--- src/hdl/ssfl_pkg.sv ---
`timescale 1ns / 1ps
// shared constants, codes and widths for the slab slot free-list allocator
// no dependencies; every other file imports this package

package ssfl_pkg;

  localparam int unsigned PAGE_BYTES   = 65536;
  localparam int unsigned HEADER_BYTES = 64;
  localparam int unsigned MAX_SLOTS    = 8192;
  localparam int unsigned LINK_BYTES   = 8;

  localparam int unsigned SLOT_W = $clog2(MAX_SLOTS);      // slot index
  localparam int unsigned CNT_W  = $clog2(MAX_SLOTS + 1);  // counts and links
  localparam int unsigned BYTE_W = 16;                     // slot size, byte offset
  localparam int unsigned OFF_W  = 17;                     // data offset
  localparam int unsigned DIV_W  = $clog2(PAGE_BYTES + 1); // capacity dividend
  localparam int unsigned CMD_W  = 2;
  localparam int unsigned STAT_W = 2;
  localparam int unsigned ADDR_W = 3;
  localparam int unsigned DATA_W = 32;

  // link value meaning end of the free list
  localparam logic [CNT_W-1:0] NO_SLOT = CNT_W'(MAX_SLOTS);

  localparam logic [BYTE_W-1:0] OBJ_BYTES_RST = BYTE_W'(8);

  typedef enum logic [CMD_W-1:0] {
    CMD_INIT  = 2'd0,
    CMD_ALLOC = 2'd1,
    CMD_FREE  = 2'd2
  } cmd_t;

  typedef enum logic [STAT_W-1:0] {
    ST_OK          = 2'd0,
    ST_NO_SLOT     = 2'd1,
    ST_NOT_IN_USE  = 2'd2
  } status_t;

  // register index taken from address bit 2
  localparam logic REG_OBJECT_BYTES = 1'b0;

endpackage

--- src/hdl/ssfl_div.sv ---
`timescale 1ns / 1ps
// restoring divider, one quotient bit per cycle, used for the page capacity
// depends on ssfl_pkg for widths

module ssfl_div import ssfl_pkg::*; (
  input  logic              clk,
  input  logic              rst_n,
  input  logic              start,
  input  logic [DIV_W-1:0]  dividend,
  input  logic [BYTE_W-1:0] divisor,
  output logic              done,
  output logic [DIV_W-1:0]  quotient
);

  localparam int unsigned STEP_W = $clog2(DIV_W + 1);

  logic              busy_r, busy_nxt;
  logic              done_r, done_nxt;
  logic [STEP_W-1:0] step_r, step_nxt;
  logic [BYTE_W:0]   rem_r, rem_nxt;
  logic [DIV_W-1:0]  quo_r, quo_nxt;
  logic [BYTE_W-1:0] dvs_r, dvs_nxt;
  logic [BYTE_W:0]   trial;
  logic              fits;

  // shift the next dividend bit into the partial remainder
  assign trial = {rem_r[BYTE_W-1:0], quo_r[DIV_W-1]};
  assign fits  = (trial >= {1'b0, dvs_r});

  always_comb begin
    busy_nxt = busy_r;
    done_nxt = 1'b0;
    step_nxt = step_r;
    rem_nxt  = rem_r;
    quo_nxt  = quo_r;
    dvs_nxt  = dvs_r;
    if (start) begin
      busy_nxt = 1'b1;
      step_nxt = '0;
      rem_nxt  = '0;
      quo_nxt  = dividend;
      dvs_nxt  = divisor;
    end else if (busy_r) begin
      rem_nxt  = fits ? (trial - {1'b0, dvs_r}) : trial;
      quo_nxt  = {quo_r[DIV_W-2:0], fits};
      step_nxt = step_r + STEP_W'(1);
      if (step_r == STEP_W'(DIV_W - 1)) begin
        busy_nxt = 1'b0;
        done_nxt = 1'b1;
      end
    end
  end

  always_ff @(posedge clk) begin
    if (!rst_n) begin
      busy_r <= 1'b0;
      done_r <= 1'b0;
      step_r <= '0;
    end else begin
      busy_r <= busy_nxt;
      done_r <= done_nxt;
      step_r <= step_nxt;
    end
    rem_r <= rem_nxt;
    quo_r <= quo_nxt;
    dvs_r <= dvs_nxt;
  end

  assign done     = done_r;
  assign quotient = quo_r;

endmodule

--- config.mk ---
export PLATFORM = sky130hd
export DESIGN_NAME = ssfl_div
export DESIGN_NICKNAME = d
export VERILOG_FILES = /design/src/hdl/ssfl_pkg.sv /design/src/hdl/ssfl_div.sv
export SDC_FILE = /design/constraint.sdc
export NUM_CORES = 1
export LEC_CHECK = 0
export ABC_CLOCK_PERIOD_IN_PS = 5600
export BUFFER_PORTS_ARGS = -buffer_cell sky130_fd_sc_hd__buf_2
export CORE_UTILIZATION = 50
export DETAILED_ROUTE_END_ITERATION = 12
export PLACE_DENSITY = 0.81
export SLEW_MARGIN = 20
export SYNTH_ARGS = -nofsm -noshare
export SYNTH_HDL_FRONTEND = slang
export SYNTH_SLANG_ARGS = --single-unit
export TNS_END_PERCENT = 1
--- constraint.sdc ---
create_clock -name clk -period 5.6 [get_ports clk]
set_input_delay 1.4 -clock clk [delete_from_list [all_inputs] [get_ports clk]]
set_output_delay 1.4 -clock clk [all_outputs]
set_load 0.1 [all_outputs]
==> results.cfg <==
[outcome]
status = finished clean

[hold_path]
hold_class = register to register

[layout]
fin_util_pct = 59.5
num_antenna_cells = 0
finalNonFillerCells = 433
mostFrequentLayoutCells = buf_2, edfxtp_1, inv_1
final_common_cell = buf_2
syn_to_final_growth_pct = 12.0
layout-drive-gt1-share_pct = 25.4
layout.nets = 412

[yosys]
synth_edf_count = 33
yosys_warnings = 0
syn-cell-area_um2 = 3220
synth_compound_area_share_pct = 19.6
synth_adder_area_share_pct = 7.61
syn_inst = 307
synthMuxAreaShare_pct = 7.81
synthXorXnorAreaFrac_pct = 2.45
syn_avg_cell_area_um2 = 10.5
yosys.cell_types.count = 63
synth_nets = 362
synth_top_family_by_area = compound AO/OA/AOI/OAI gates
synth-seq-cells = 56
synthFlopType = edfxtp_1
async_flop_share_pct = 0
yosysSeqAreaShare_pct = 45.0
synthSimpleGateAreaFrac_pct = 12.6

[clock_network]
htreeDepth = 2
cts_sinks = 56
cts_hold_buf = 0
post_cts_buffers = 0
clk_latency_ns = 0.31
cts_made_buffers = 5
tritoncts = yes
clk_pin_slew_ns = 0.10
cts_resized = 0
clockRootBuffer = clkbuf_8
cts_buffer_depth = 2

[drt]
vias = 2504
drtIter0Drc = 102
dr.pass1.iters = 4
totalWireLength_um = 6340
wl_per_cell_um = 14.6
vias_per_cell = 5.78
antenna_left = 0
drcViolationCount = 0

[global_route]
grt_max_degree = 46
grt_overflow = 0
globalRouteTotalUtil_pct = 19.7
grt_pass1_vias = 2293
grt_pass1_wl_um = 10200
antenna_found_initial = 0

[pwr]
peakVddDrop_mv = 0.223
p_leak_nw = 1.53
p_comb_share_pct = 28.3
power_density_nw_per_um2 = 275
switching_power_mw = 0.348
power_mw = 0.994
sequentialPowerShare_pct = 49.1
p_clk_share_pct = 22.6
p_int_mw = 0.646
p_sw_share_pct = 35.0

[sta]
final.setup.worst_slack_ns = 2.62
slew_headroom_pct = 36.1
clock_skew_ns = 0.00971
rsz0062_at_grt = no
max_clock_freq_ghz = 0.335
worstMarginPinSlew_ns = 0.958
tns_ns = 0
fin_crit_sh_pct = 53.3
min_period_ns = 2.98
setup_viol = 0
slew_violations = 0
finalHoldViolations = 0

[critical_path]
crit_path_end_kind = register
crit_type = primary input to register
cp_max_fo = 45
critPathLaunchType = primary input
crit_arrival_ns = 2.93
critPathRequiredTime_ns = 5.55

[placement]
dp.cells = 425
dp_slack_ns = 2.22
port_buffers = 53
gp_congestion = 0.861
hpwl_um = 4540

[floorplanning]
design.die.area_um2 = 6770
die_height_um = 82.3
fp-row-count = 28
start_util_pct = 53.2
die_w_um = 82.3
io_pins = 54
coreArea_um2 = 6060

[job]
drv_cap = 0
## cells by family after synthesis
kind of cell,count (synthesis)
DFF,56
xor gates and xnor gates,9
adders and majority gates,19
buffers and inverters,35
and+or+nand+nor,80
AOI/OAI and AO/OA,85
muxes,23
## per-stage QoR
stage,hold WS [ns],cell area (um2)
floorplan,0.441,3220
global placement,0.464,3520
detailed placement,0.472,3520
CTS,0.488,3610
global route,0.516,3610
finish,0.484,3610
## layout make-up
cell class / count / area (um2)
fill: 534 / 2450
inverter: 25 / 93.8
clock buffer: 5 / 68.8
timing repair buffer: 53 / 265
sequential: 56 / 1450
tap: 75 / 93.8
clock inverter: 3 / 22.5
multi-input combinational: 216 / 1610
## worst paths after layout
path                                start            to  slack [ns]  depth (start not counted)
worst min-delay path             rem_r[4]      rem_r[4]        0.48                          2
worst min register to register   rem_r[4]      rem_r[4]        0.48                          2
worst max-delay path                start  quotient[13]        2.62                          3
worst max register to register  dvs_r[11]      rem_r[2]        3.05                          8
## worst max-delay path: stages
cell and delay [ns]:
buf_2 0.72, nor2_2 0.23, inv_1 0.56
## synth_stat cells (all sizes together), types with 3 or more instances
library cell | number | area (um2)
clkbuf | 4 | 15.0
a21o | 4 | 31.3
nand2b | 4 | 25.0
o211a | 4 | 40.0
a32oi | 4 | 35.0
a311oi | 5 | 62.6
inv | 25 | 93.8
ha | 18 | 225
a21oi | 17 | 85.1
a211oi | 3 | 22.5
buf | 6 | 50.0
nor2 | 24 | 92.6
nor4 | 3 | 25.0
o21a | 3 | 22.5
nand2 | 22 | 87.6
nand3 | 5 | 25.0
a31oi | 4 | 46.3
xor2 | 4 | 35.0
mux2 | 17 | 191
and3 | 4 | 25.0
o21ai | 19 | 95.1
mux2i | 6 | 60.1
edfxtp | 33 | 991
xnor2 | 5 | 43.8
a211o | 3 | 26.3
dfxtp | 23 | 460
nor3 | 5 | 25.0
## power by group through the flow
stage	registers [mW]	logic [mW]	clock network [mW]
2_1_floorplan	0.585	0.138	0
3_3_place_gp	0.496	0.274	0
3_5_place_dp	0.496	0.279	0
4_1_cts	0.488	0.280	0.229
5_1_grt	0.492	0.301	0.242
6_report	0.488	0.281	0.225
## state kept, by name, indices dropped and copies added, names as in the netlist
name and count:
step_r 5, dvs_r 16, rem_r 16, busy_r 1, done 1, quotient 17
## layer usage
metal	global-route usage [%]	up-vias	share of wire [%]
li1	-	1242	-
met1	25.4	1169	45
met2	32.1	76	46
met3	4.18	17	6.4
met4	8.07	0	2.7
met5	0	-	0
No activity file was read; power rests on OpenSTA's default activity.
